==> src/hw/rtl/source_slot_table_failover_arbiter_macros.svh <==
// assertion macros for the source slot table failover arbiter
`ifndef SOURCE_SLOT_TABLE_FAILOVER_ARBITER_MACROS_SVH
`define SOURCE_SLOT_TABLE_FAILOVER_ARBITER_MACROS_SVH
`ifndef SYNTHESIS
`define SSFA_ASSERT_IMP(label, clk, rst, ante, cons) \
  label: assert property (@(posedge clk) disable iff (rst) (ante) |-> (cons)) \
    else $error("ssfa: same-cycle check failed");
`define SSFA_ASSERT_NXT(label, clk, rst, ante, cons) \
  label: assert property (@(posedge clk) disable iff (rst) (ante) |=> (cons)) \
    else $error("ssfa: next-cycle check failed");
`else
`define SSFA_ASSERT_IMP(label, clk, rst, ante, cons)
`define SSFA_ASSERT_NXT(label, clk, rst, ante, cons)
`endif
`endif

==> src/hw/rtl/ssfa_pkg.sv <==
// shared types and constants of the source slot table failover arbiter
package ssfa_pkg;

  localparam int SLOTS      = 4;
  localparam int SLOT_W     = (SLOTS > 1) ? $clog2(SLOTS) : 1;
  localparam int OUT_SLOT_W = 2;
  localparam int ID_W       = 32;
  localparam int TIME_W     = 32;
  localparam int SIL_W      = 16;
  localparam int CFG_W      = 32;
  localparam int CFG_IDX_W  = 2;

  typedef logic [SLOT_W-1:0] slot_idx_t;

  localparam slot_idx_t LAST_SLOT = slot_idx_t'(SLOTS - 1);

  localparam logic [CFG_IDX_W-1:0] REG_PINNED_SOURCE = 2'd0;
  localparam logic [CFG_IDX_W-1:0] REG_SILENT_TIME   = 2'd1;
  localparam logic [SIL_W-1:0]     SILENT_RESET      = 16'd1000;

  typedef struct packed {
    logic [ID_W-1:0]   source_id;
    logic [TIME_W-1:0] now_ms;
    logic              idle;
  } pkt_t;

  typedef struct packed {
    logic                  accepted;
    logic [OUT_SLOT_W-1:0] slot;
    logic                  new_entry;
    logic                  source_active;
    logic                  active_valid;
    logic [OUT_SLOT_W-1:0] active_slot;
    logic                  switched;
  } res_t;

  typedef struct packed {
    logic [ID_W-1:0]  pinned_source;
    logic [SIL_W-1:0] silent_time;
  } cfg_t;

  typedef struct packed {
    logic              en;
    logic              src_en;
    slot_idx_t         addr;
    logic [ID_W-1:0]   source;
    logic [TIME_W-1:0] last_heard;
    logic              idle;
  } tbl_wr_t;

  typedef struct packed {
    logic [ID_W-1:0]   source;
    logic [TIME_W-1:0] last_heard;
    logic              idle;
  } tbl_rd_t;

endpackage

==> src/hw/rtl/ssfa_pkt_if.sv <==
// packet event channel
interface ssfa_pkt_if;
  import ssfa_pkg::*;
  logic valid;
  logic ready;
  pkt_t data;
  modport source (output valid, output data, input ready);
  modport sink (input valid, input data, output ready);
endinterface

==> src/hw/rtl/ssfa_res_if.sv <==
// arbitration result channel
interface ssfa_res_if;
  import ssfa_pkg::*;
  logic valid;
  logic ready;
  res_t data;
  modport source (output valid, output data, input ready);
  modport sink (input valid, input data, output ready);
endinterface

==> src/hw/rtl/ssfa_table.sv <==
// slot table memory: source id, last heard time and idle flag per slot
module ssfa_table (
  input  logic              clk,
  input  ssfa_pkg::tbl_wr_t wr,
  input  ssfa_pkg::slot_idx_t rd_addr,
  output ssfa_pkg::tbl_rd_t rd_data
);
  import ssfa_pkg::*;

  logic [ID_W-1:0]   src_mem  [SLOTS];
  logic [TIME_W-1:0] lh_mem   [SLOTS];
  logic              idle_mem [SLOTS];

  always_ff @(posedge clk) begin
    if (wr.en) begin
      lh_mem[wr.addr]   <= wr.last_heard;
      idle_mem[wr.addr] <= wr.idle;
      if (wr.src_en) begin
        src_mem[wr.addr] <= wr.source;
      end
    end
  end

  always_ff @(posedge clk) begin
    rd_data.source     <= src_mem[rd_addr];
    rd_data.last_heard <= lh_mem[rd_addr];
    rd_data.idle       <= idle_mem[rd_addr];
  end

endmodule

==> src/hw/rtl/ssfa_alu.sv <==
// shared subtract / less-than and equality unit
module ssfa_alu (
  input  logic [ssfa_pkg::TIME_W-1:0] sub_a,
  input  logic [ssfa_pkg::TIME_W-1:0] sub_b,
  input  logic [ssfa_pkg::ID_W-1:0]   eq_a,
  input  logic [ssfa_pkg::ID_W-1:0]   eq_b,
  output logic [ssfa_pkg::TIME_W-1:0] diff,
  output logic                        lt,
  output logic                        eq
);
  import ssfa_pkg::*;

  // borrow out of the unsigned subtract gives a < b
  assign {lt, diff} = {1'b0, sub_a} - {1'b0, sub_b};
  assign eq = (eq_a == eq_b);

endmodule

==> src/hw/rtl/ssfa_ctrl.sv <==
// sequencer: slot scan, table update and takeover decision
module ssfa_ctrl (
  input  logic                  clk,
  input  logic                  rst,
  input  ssfa_pkg::cfg_t        cfg,
  input  logic                  pkt_valid,
  output logic                  pkt_ready,
  input  ssfa_pkg::pkt_t        pkt_data,
  output logic                  res_valid,
  input  logic                  res_ready,
  output ssfa_pkg::res_t        res_data,
  output ssfa_pkg::tbl_wr_t     tbl_wr,
  output ssfa_pkg::slot_idx_t   tbl_rd_addr,
  input  ssfa_pkg::tbl_rd_t     tbl_rd
);
  import ssfa_pkg::*;

  typedef enum logic [4:0] {
    ST_IDLE = 5'b00001,
    ST_SCAN = 5'b00010,
    ST_DIFF = 5'b00100,
    ST_CHK  = 5'b01000,
    ST_OUT  = 5'b10000
  } state_t;

  state_t state, state_next;

  // item registers
  logic [ID_W-1:0]   id_q;
  logic [TIME_W-1:0] now_q;
  logic              idle_q;

  // scan results
  slot_idx_t         scan_idx, scan_idx_next;
  logic              free_found, free_found_next;
  slot_idx_t         free_i, free_i_next;
  logic              old_found, old_found_next;
  slot_idx_t         old_i, old_i_next;
  logic [TIME_W-1:0] old_lh, old_lh_next;
  logic              pick_ok, pick_ok_next;
  slot_idx_t         pick, pick_next;
  logic              fresh, fresh_next;

  logic [TIME_W-1:0] diff_q, diff_q_next;
  logic              act_idle, act_idle_next;

  // arbiter state
  logic [SLOTS-1:0]  used, used_next;
  logic              have_active, have_active_next;
  slot_idx_t         cur, cur_next;

  res_t              res_q, res_next;

  // shared unit
  logic [TIME_W-1:0] sub_a, sub_b, alu_diff;
  logic [ID_W-1:0]   eq_a, eq_b;
  logic              alu_lt, alu_eq;

  logic              want_set, want_v, avail, changed;
  slot_idx_t         want_idx;

  ssfa_alu u_alu (
    .sub_a (sub_a),
    .sub_b (sub_b),
    .eq_a  (eq_a),
    .eq_b  (eq_b),
    .diff  (alu_diff),
    .lt    (alu_lt),
    .eq    (alu_eq)
  );

  assign pkt_ready = (state == ST_IDLE);
  assign res_valid = (state == ST_OUT);
  assign res_data  = res_q;

  always_comb begin
    sub_a = tbl_rd.last_heard;
    sub_b = old_lh;
    eq_a  = tbl_rd.source;
    eq_b  = id_q;
    unique case (state)
      ST_DIFF: begin
        sub_a = now_q;
        sub_b = tbl_rd.last_heard;
      end
      ST_CHK: begin
        sub_a = diff_q;
        sub_b = {{(TIME_W-SIL_W){1'b0}}, cfg.silent_time};
        eq_a  = cfg.pinned_source;
      end
      default: begin
      end
    endcase
  end

  always_comb begin
    state_next       = state;
    scan_idx_next    = scan_idx;
    free_found_next  = free_found;
    free_i_next      = free_i;
    old_found_next   = old_found;
    old_i_next       = old_i;
    old_lh_next      = old_lh;
    pick_ok_next     = pick_ok;
    pick_next        = pick;
    fresh_next       = fresh;
    diff_q_next      = diff_q;
    act_idle_next    = act_idle;
    used_next        = used;
    have_active_next = have_active;
    cur_next         = cur;
    res_next         = res_q;
    tbl_wr           = '0;
    tbl_rd_addr      = cur;
    want_set         = 1'b0;
    want_v           = 1'b0;
    want_idx         = '0;
    avail            = 1'b0;
    changed          = 1'b0;

    unique case (state)
      ST_IDLE: begin
        tbl_rd_addr = '0;
        if (pkt_valid) begin
          scan_idx_next   = '0;
          free_found_next = 1'b0;
          old_found_next  = 1'b0;
          state_next      = ST_SCAN;
        end
      end

      ST_SCAN: begin
        if (used[scan_idx] && alu_eq) begin
          pick_ok_next = 1'b1;
          pick_next    = scan_idx;
          fresh_next   = 1'b0;
          state_next   = ST_DIFF;
        end else begin
          if (!used[scan_idx] && !free_found) begin
            free_found_next = 1'b1;
            free_i_next     = scan_idx;
          end
          // the active slot is never evicted; ties keep the lower index
          if (used[scan_idx] && !(have_active && scan_idx == cur) &&
              (!old_found || alu_lt)) begin
            old_found_next = 1'b1;
            old_i_next     = scan_idx;
            old_lh_next    = tbl_rd.last_heard;
          end
          if (scan_idx == LAST_SLOT) begin
            fresh_next   = 1'b1;
            pick_ok_next = free_found_next || old_found_next;
            pick_next    = free_found_next ? free_i_next : old_i_next;
            state_next   = ST_DIFF;
          end else begin
            scan_idx_next = scan_idx + slot_idx_t'(1);
            tbl_rd_addr   = scan_idx + slot_idx_t'(1);
          end
        end
      end

      ST_DIFF: begin
        // read data now holds the active slot's entry
        diff_q_next   = alu_diff;
        act_idle_next = tbl_rd.idle;
        if (pick_ok) begin
          tbl_wr.en         = 1'b1;
          tbl_wr.src_en     = fresh;
          tbl_wr.addr       = pick;
          tbl_wr.source     = id_q;
          tbl_wr.last_heard = now_q;
          tbl_wr.idle       = idle_q;
          if (fresh) begin
            used_next[pick] = 1'b1;
          end
        end
        state_next = ST_CHK;
      end

      ST_CHK: begin
        avail = used[cur] && alu_lt;
        if (pick_ok) begin
          if (cfg.pinned_source != '0) begin
            if (alu_eq) begin
              want_set = 1'b1;
              want_v   = 1'b1;
              want_idx = pick;
            end else if (have_active && cur == pick) begin
              want_set = 1'b1;
            end
          end else if (!(have_active && cur == pick)) begin
            if (!have_active || !avail || (act_idle && !idle_q)) begin
              want_set = 1'b1;
              want_v   = 1'b1;
              want_idx = pick;
            end
          end
          if (want_set && !(want_v == have_active && (!want_v || want_idx == cur))) begin
            changed          = 1'b1;
            have_active_next = want_v;
            cur_next         = want_v ? want_idx : '0;
          end
          res_next.accepted      = 1'b1;
          res_next.slot          = OUT_SLOT_W'(pick);
          res_next.new_entry     = fresh;
          res_next.source_active = have_active_next && (cur_next == pick);
        end else begin
          res_next.accepted      = 1'b0;
          res_next.slot          = '0;
          res_next.new_entry     = 1'b0;
          res_next.source_active = 1'b0;
        end
        res_next.active_valid = have_active_next;
        res_next.active_slot  = have_active_next ? OUT_SLOT_W'(cur_next) : '0;
        res_next.switched     = changed;
        state_next            = ST_OUT;
      end

      ST_OUT: begin
        if (res_ready) begin
          state_next = ST_IDLE;
        end
      end

      default: begin
        state_next = ST_IDLE;
      end
    endcase
  end

  always_ff @(posedge clk) begin
    if (rst) begin
      state       <= ST_IDLE;
      used        <= '0;
      have_active <= 1'b0;
      cur         <= '0;
    end else begin
      state       <= state_next;
      used        <= used_next;
      have_active <= have_active_next;
      cur         <= cur_next;
    end
  end

  always_ff @(posedge clk) begin
    if (state == ST_IDLE && pkt_valid) begin
      id_q   <= pkt_data.source_id;
      now_q  <= pkt_data.now_ms;
      idle_q <= pkt_data.idle;
    end
    scan_idx   <= scan_idx_next;
    free_found <= free_found_next;
    free_i     <= free_i_next;
    old_found  <= old_found_next;
    old_i      <= old_i_next;
    old_lh     <= old_lh_next;
    pick_ok    <= pick_ok_next;
    pick       <= pick_next;
    fresh      <= fresh_next;
    diff_q     <= diff_q_next;
    act_idle   <= act_idle_next;
    res_q      <= res_next;
  end

endmodule

==> src/hw/rtl/source_slot_table_failover_arbiter.sv <==
// top level of the source slot table failover arbiter
//
//   channel  dir  handshake              word
//   pkt      in   pkt.valid/pkt.ready    source_id, now_ms, idle
//   res      out  res.valid/res.ready    accepted .. switched
//   cfg      in   cfg_we                 cfg_index, cfg_data
//
// a new word is taken only after the last result is taken, and the scan ends
// early on a hit: one slot per cycle is scanned through the single table read
// port, then the DIFF and CHK states use the shared subtract unit for the
// silence check before the result is shown in the OUT state.
// pkt.ready is high only when idle; a result held by res.ready stalls the block.
// synchronous reset clears the used bits and active slot, resets the config.
module source_slot_table_failover_arbiter (
  input  logic                             clk,
  input  logic                             rst,
  ssfa_pkt_if.sink                         pkt,
  ssfa_res_if.source                       res,
  input  logic                             cfg_we,
  input  logic [ssfa_pkg::CFG_IDX_W-1:0]   cfg_index,
  input  logic [ssfa_pkg::CFG_W-1:0]       cfg_data
);
  import ssfa_pkg::*;
`include "source_slot_table_failover_arbiter_macros.svh"

  cfg_t      cfg;
  tbl_wr_t   tbl_wr;
  tbl_rd_t   tbl_rd;
  slot_idx_t tbl_rd_addr;

  always_ff @(posedge clk) begin
    if (rst) begin
      cfg.pinned_source <= '0;
      cfg.silent_time   <= SILENT_RESET;
    end else if (cfg_we) begin
      unique case (cfg_index)
        REG_PINNED_SOURCE: cfg.pinned_source <= cfg_data[ID_W-1:0];
        REG_SILENT_TIME:   cfg.silent_time   <= cfg_data[SIL_W-1:0];
        default: begin
        end
      endcase
    end
  end

  ssfa_table u_table (
    .clk     (clk),
    .wr      (tbl_wr),
    .rd_addr (tbl_rd_addr),
    .rd_data (tbl_rd)
  );

  ssfa_ctrl u_ctrl (
    .clk         (clk),
    .rst         (rst),
    .cfg         (cfg),
    .pkt_valid   (pkt.valid),
    .pkt_ready   (pkt.ready),
    .pkt_data    (pkt.data),
    .res_valid   (res.valid),
    .res_ready   (res.ready),
    .res_data    (res.data),
    .tbl_wr      (tbl_wr),
    .tbl_rd_addr (tbl_rd_addr),
    .tbl_rd      (tbl_rd)
  );

  // never take a word while a result is pending
  `SSFA_ASSERT_IMP(a_ready_excl, clk, rst, pkt.ready, !res.valid)
  // busy right after a word is taken
  `SSFA_ASSERT_NXT(a_busy_after_accept, clk, rst, pkt.valid && pkt.ready, !pkt.ready)
  // an active source is the active slot
  `SSFA_ASSERT_IMP(a_active_consistent, clk, rst, res.valid && res.data.source_active,
    res.data.active_valid && res.data.active_slot == res.data.slot)
  // no active slot reads as slot zero
  `SSFA_ASSERT_IMP(a_no_active_zero, clk, rst, res.valid && !res.data.active_valid,
    res.data.active_slot == '0 && !res.data.source_active)

endmodule

==> src/flat_wrapper.sv <==
// flat-port wrapper written by rule: the top's interface ports become plain ports
module source_slot_table_failover_arbiter_flat import ssfa_pkg::*;
  (clk, rst, cfg_we, cfg_index, cfg_data, pkt_valid, pkt_data, pkt_ready, res_valid, res_data, res_ready);
  ssfa_pkt_if pkt_i ();
  ssfa_res_if res_i ();
  input  logic clk;
  input  logic rst;
  input  logic cfg_we;
  input  logic [ssfa_pkg::CFG_IDX_W-1:0] cfg_index;
  input  logic [ssfa_pkg::CFG_W-1:0] cfg_data;
  input wire logic [$bits(pkt_i.valid)-1:0] pkt_valid;
  input wire logic [$bits(pkt_i.data)-1:0] pkt_data;
  output wire logic [$bits(pkt_i.ready)-1:0] pkt_ready;
  output wire logic [$bits(res_i.valid)-1:0] res_valid;
  output wire logic [$bits(res_i.data)-1:0] res_data;
  input wire logic [$bits(res_i.ready)-1:0] res_ready;
  assign pkt_i.valid = pkt_valid;
  assign pkt_i.data = pkt_data;
  assign pkt_ready = pkt_i.ready;
  assign res_valid = res_i.valid;
  assign res_data = res_i.data;
  assign res_i.ready = res_ready;
  source_slot_table_failover_arbiter u_core (.clk(clk), .rst(rst), .pkt(pkt_i), .res(res_i), .cfg_we(cfg_we), .cfg_index(cfg_index), .cfg_data(cfg_data));
endmodule
==> config.mk <==
export PLATFORM = sky130hd
export DESIGN_NAME = source_slot_table_failover_arbiter_flat
export DESIGN_NICKNAME = d
export VERILOG_FILES = /design/src/hw/rtl/ssfa_pkg.sv /design/src/hw/rtl/ssfa_pkt_if.sv /design/src/hw/rtl/ssfa_res_if.sv /design/src/hw/rtl/ssfa_table.sv /design/src/hw/rtl/ssfa_alu.sv /design/src/hw/rtl/ssfa_ctrl.sv /design/src/hw/rtl/source_slot_table_failover_arbiter.sv /design/src/flat_wrapper.sv
export VERILOG_INCLUDE_DIRS = /design/src /design/src/hw/rtl
export SDC_FILE = /design/constraint.sdc
export NUM_CORES = 1
export LEC_CHECK = 0
export BUFFER_PORTS_ARGS = -buffer_cell sky130_fd_sc_hd__buf_2
export CAP_MARGIN = 40
export CORE_MARGIN = 2
export CORE_UTILIZATION = 50
export CTS_CLUSTER_SIZE = 14
export DETAILED_ROUTE_END_ITERATION = 16
export GPL_TIMING_DRIVEN = 0
export PLACE_DENSITY = 0.67
export SYNTH_ARGS = -nofsm -noshare
export SYNTH_HDL_FRONTEND = slang
export SYNTH_HIERARCHICAL = 1
export SYNTH_SLANG_ARGS = --single-unit
==> constraint.sdc <==
create_clock -name clk -period 9.2 [get_ports clk]
set_input_delay 0.92 -clock clk [delete_from_list [all_inputs] [get_ports clk]]
set_output_delay 0.92 -clock clk [all_outputs]
set_load 0.1 [all_outputs]
==> results.md <==
- Pwr/cell area: 192 nW/um^2
- Fillers: 3,474
- Largest net degree at the start of global routing: 37
- Post-synthesis cell type count: 79
- Via count: 13.7k
- Synthesized cell area: 22,600 um^2
- Crit path capture type: register
- Max_slew headroom: 0.423
- Setup bufs post-CTS: 0
- Die extent in y: 216 um
- Iter 0 DRT Violations: 1,176
- Worst vdd ir: 158 uV
- Critical-path maximum fanout: 23
- Detailed Route WL: 53,000 um
- Synth Area in Compound Gates: 0.0630
- Final nets: 1,917
- Commonest non-fill, non-tap cell in the layout: edfxtp_1
- All-layer global routing usage: 0.228
- First-pass GRT wire length: 80,600 um
- Static Leak: 0.0103 uW
- Post-route ant nets: 0
- RSZ-0062 raised after global routing: false
- Yosys warning count: 6
- Sequential area share after synthesis: 0.658
- Number of synthesized flops with an enable pin: 411
- IO Port Bufs: 114
- Mux share of post-synthesis cell area: 0.0906
- Initial antenna violation count: 0
- Synth Area in XOR/XNOR: 0.0252
- Placer Congestion: 0.908
- Commonest non-fill, non-tap cells in the layout: 411 x edfxtp_1, 222 x nand2_1, 140 x buf_2
- H-tree depth: 2
- Tmin final: 6.71 ns
- GRT overflow: 0
- DIE AREA: 46,800 um^2
- DRC Markers: 0
- TritonCTS clock tree: yes
- Via density: 5.68
- Largest family of logic cells by synthesized area: simple AND/OR/NAND/NOR gates
- Critical path's largest stage delay: 0.58 ns
- Average wire per standard cell: 21.9 um
- Synth area leader: edfxtp_1
- Ratio of cells with drive above 1 in the final layout: 0.193
- Crit path buf inv count: 7
- Worst min path class: reg2reg
- Drt pass-1 iters: 5
- CP cell instances: nor4_1 > and2_1 > buf_2 > clkbuf_1 > buf_2 > buf_12 > a22oi_1 > nand2_1 > inv_1 > ha_1 > buf_2 > a21o_1 > a21o_1 > a21o_1 > a211o_1 > a21oi_1 > nand2_1 > a31oi_1 > nand2b_1 > o311ai_0 > nor2_4 > buf_16
- Max_cap viols: 0
- Sink Count: 536
- Predominant post-synthesis flop cell: edfxtp_1
- Detail Placement HPWL: 37,400 um
- Avg Inst Size Synth: 14.2 um^2
- WS Path Type: reg2reg
- Layout area overhead: 15.4%
- CP Data Arrival Time: 7.02 ns
- CP max-delay cell: clkbuf_1
- Skew-Pair Late Insertion Delay: 0.62 ns
- CTS resizes: 0
- Fin. Hold Viols: 0
- # rows: 77
- Outcome: finished, final reports clean
- Die X-Extent: 216 um
- Cell type group with the largest total delay on the critical path: buffers and inverters
- Final period util: 0.729
- Worst Setup Start Kind: register
- Root Driver: clkbuf_16
- Fin Hold WS: 0.412 ns
- Adder-cell share of the synthesized area: 0.0192
- Fin Setup TNS: 0 ns
- Clock Path Buffers: 3
- Final setup fails: 0
- Vias in the first global route: 13.8k
- Synth Net Count: 1,729
- Slew at the pin with the worst max-slew slack: 0.855 ns
- Synth top area share: 0.547
- Clock Skew: 0.0327 ns
- Top-Level Pins: 115
- Starting Density: 0.508
- Core ar.: 44,400 um^2
- Antenna cells: 0
- Fmax: 0.149 GHz
- WP data required: 9.51 ns
- CTS clk-pin slew, worst paths: 0.06 ns
- Post-synth ARST share: 0
- Synth top area cells: edfxtp_1 55%, dfxtp_1 11%, mux4_2 6.7%, nand2_1 3.7%, mux2i_1 2.2%
- Final slew viol count: 0
- Total CTS buffers: 55
- # hold bufs at CTS: 0
- Gate Count Post-Synth: 1,591
- Simple-gate share of the synthesized area: 0.111
- Synth Register Bits: 536
==> cell type report <==
cell class | count | area, um^2 | area share
flip-flops and latches | 536 | 14800 | 0.570
multi-input cells | 914 | 7010 | 0.269
clock inverters | 35 | 347 | 0.0133
plain buffers | 89 | 541 | 0.0208
well taps | 592 | 741 | 0.0285
repair buffers | 131 | 860 | 0.0330
clock buffers | 69 | 1480 | 0.0569
inverters | 52 | 203 | 0.00779
==> state kept, by name, indices dropped and copies added (netlist names), 4 cells and up <==
signal and count:
u_core/u_table/rd_data 65, u_core/u_ctrl/eq_b 32, u_core/u_ctrl/used 4, u_core/u_table/src_mem 128
u_core/u_ctrl/res_data 9, u_core/u_table/idle_mem 4, u_core/u_ctrl/diff_q 32, u_core/u_table/lh_mem 128
u_core/u_ctrl/now_q 32, u_core/u_ctrl/state 5, u_core/u_ctrl/old_lh 32, u_core/cfg 48
==> final timing paths <==
check | from | end | slack (ns) | cells after the start
max reg2reg | u_core/u_ctrl/state[3]$_SDFFE_PP0P_ | u_core/u_ctrl/old_lh[22]$_DFFE_PP_ | 2.49 | 22
min | u_core/u_table/rd_data[0]$_DFF_P_ | u_core/u_ctrl/act_idle$_DFFE_PP_ | 0.41 | 0
max | u_core/u_ctrl/state[3]$_SDFFE_PP0P_ | u_core/u_ctrl/old_lh[22]$_DFFE_PP_ | 2.49 | 22
min reg2reg | u_core/u_table/rd_data[0]$_DFF_P_ | u_core/u_ctrl/act_idle$_DFFE_PP_ | 0.41 | 0
==> stage by stage <==
stage / setup WS [ns] / instances / util / cell area [um^2] / power [uW]
after floorplan: 2.63 / 1591 / - / 22600 / 2750
after global placement: -0.541 / 2297 / 0.537 / 23900 / 2820
after detailed placement: 2.60 / 2314 / 0.545 / 24200 / 2830
after CTS: 2.57 / 2418 / 0.586 / 26000 / 5050
after global routing: 2.07 / 2418 / 0.586 / 26000 / 5140
final: 2.49 / 2418 / 0.586 / 26000 / 5000
==> Yosys cell counts, types with 4 or more instances <==
master	instances
edfxtp_1	411
nand2_1	222
dfxtp_1	125
nand2b_1	76
and3_1	73
mux4_2	67
inv_1	51
xor2_1	50
mux2i_1	49
a22oi_1	48
nor2_1	47
clkbuf_1	44
ha_1	33
a21oi_1	30
buf_2	25
nor4_1	18
o21ai_0	18
a22o_1	17
a21o_1	15
xnor2_1	15
nand4_1	11
a211oi_1	9
nand3_1	9
a31oi_1	7
nor3_1	7
and2_1	6
buf_12	6
o21a_1	6
and4_1	5
nand3b_1	5
buf_6	4
mux2_2	4
or3_1	4
==> cell families after synthesis <==
family                   count (synthesis)
multiplexers                           120
XOR/XNOR                                65
adder cells (fa/ha/maj)                 34
AO/OA/AOI/OAI                          193
AND/OR/NAND/NOR                        502
flip-flops                             536
buffers and inverters                  141
==> report_power, final <==
| part | switching, uW | internal, uW |
|---|---|---|
| sequential | 30.2 | 2610 |
| clock | 919 | 1310 |
| combinational | 77.4 | 54.3 |
| total | 1030 | 3980 |
==> metal layers <==
| layer | track usage | part of all wire | routed length [um] | vias up |
|---|---|---|---|---|
| met5 | 0 | 0 | 0 | - |
| met4 | 0.0760 | 0.026 | 1360 | 0 |
| met3 | 0.0396 | 0.064 | 3370 | 84 |
| met2 | 0.362 | 0.47 | 24700 | 440 |
| met1 | 0.323 | 0.44 | 23500 | 6889 |
| li1 | - | - | - | 6324 |
Note: power is estimated with default switching activity, not from simulation.
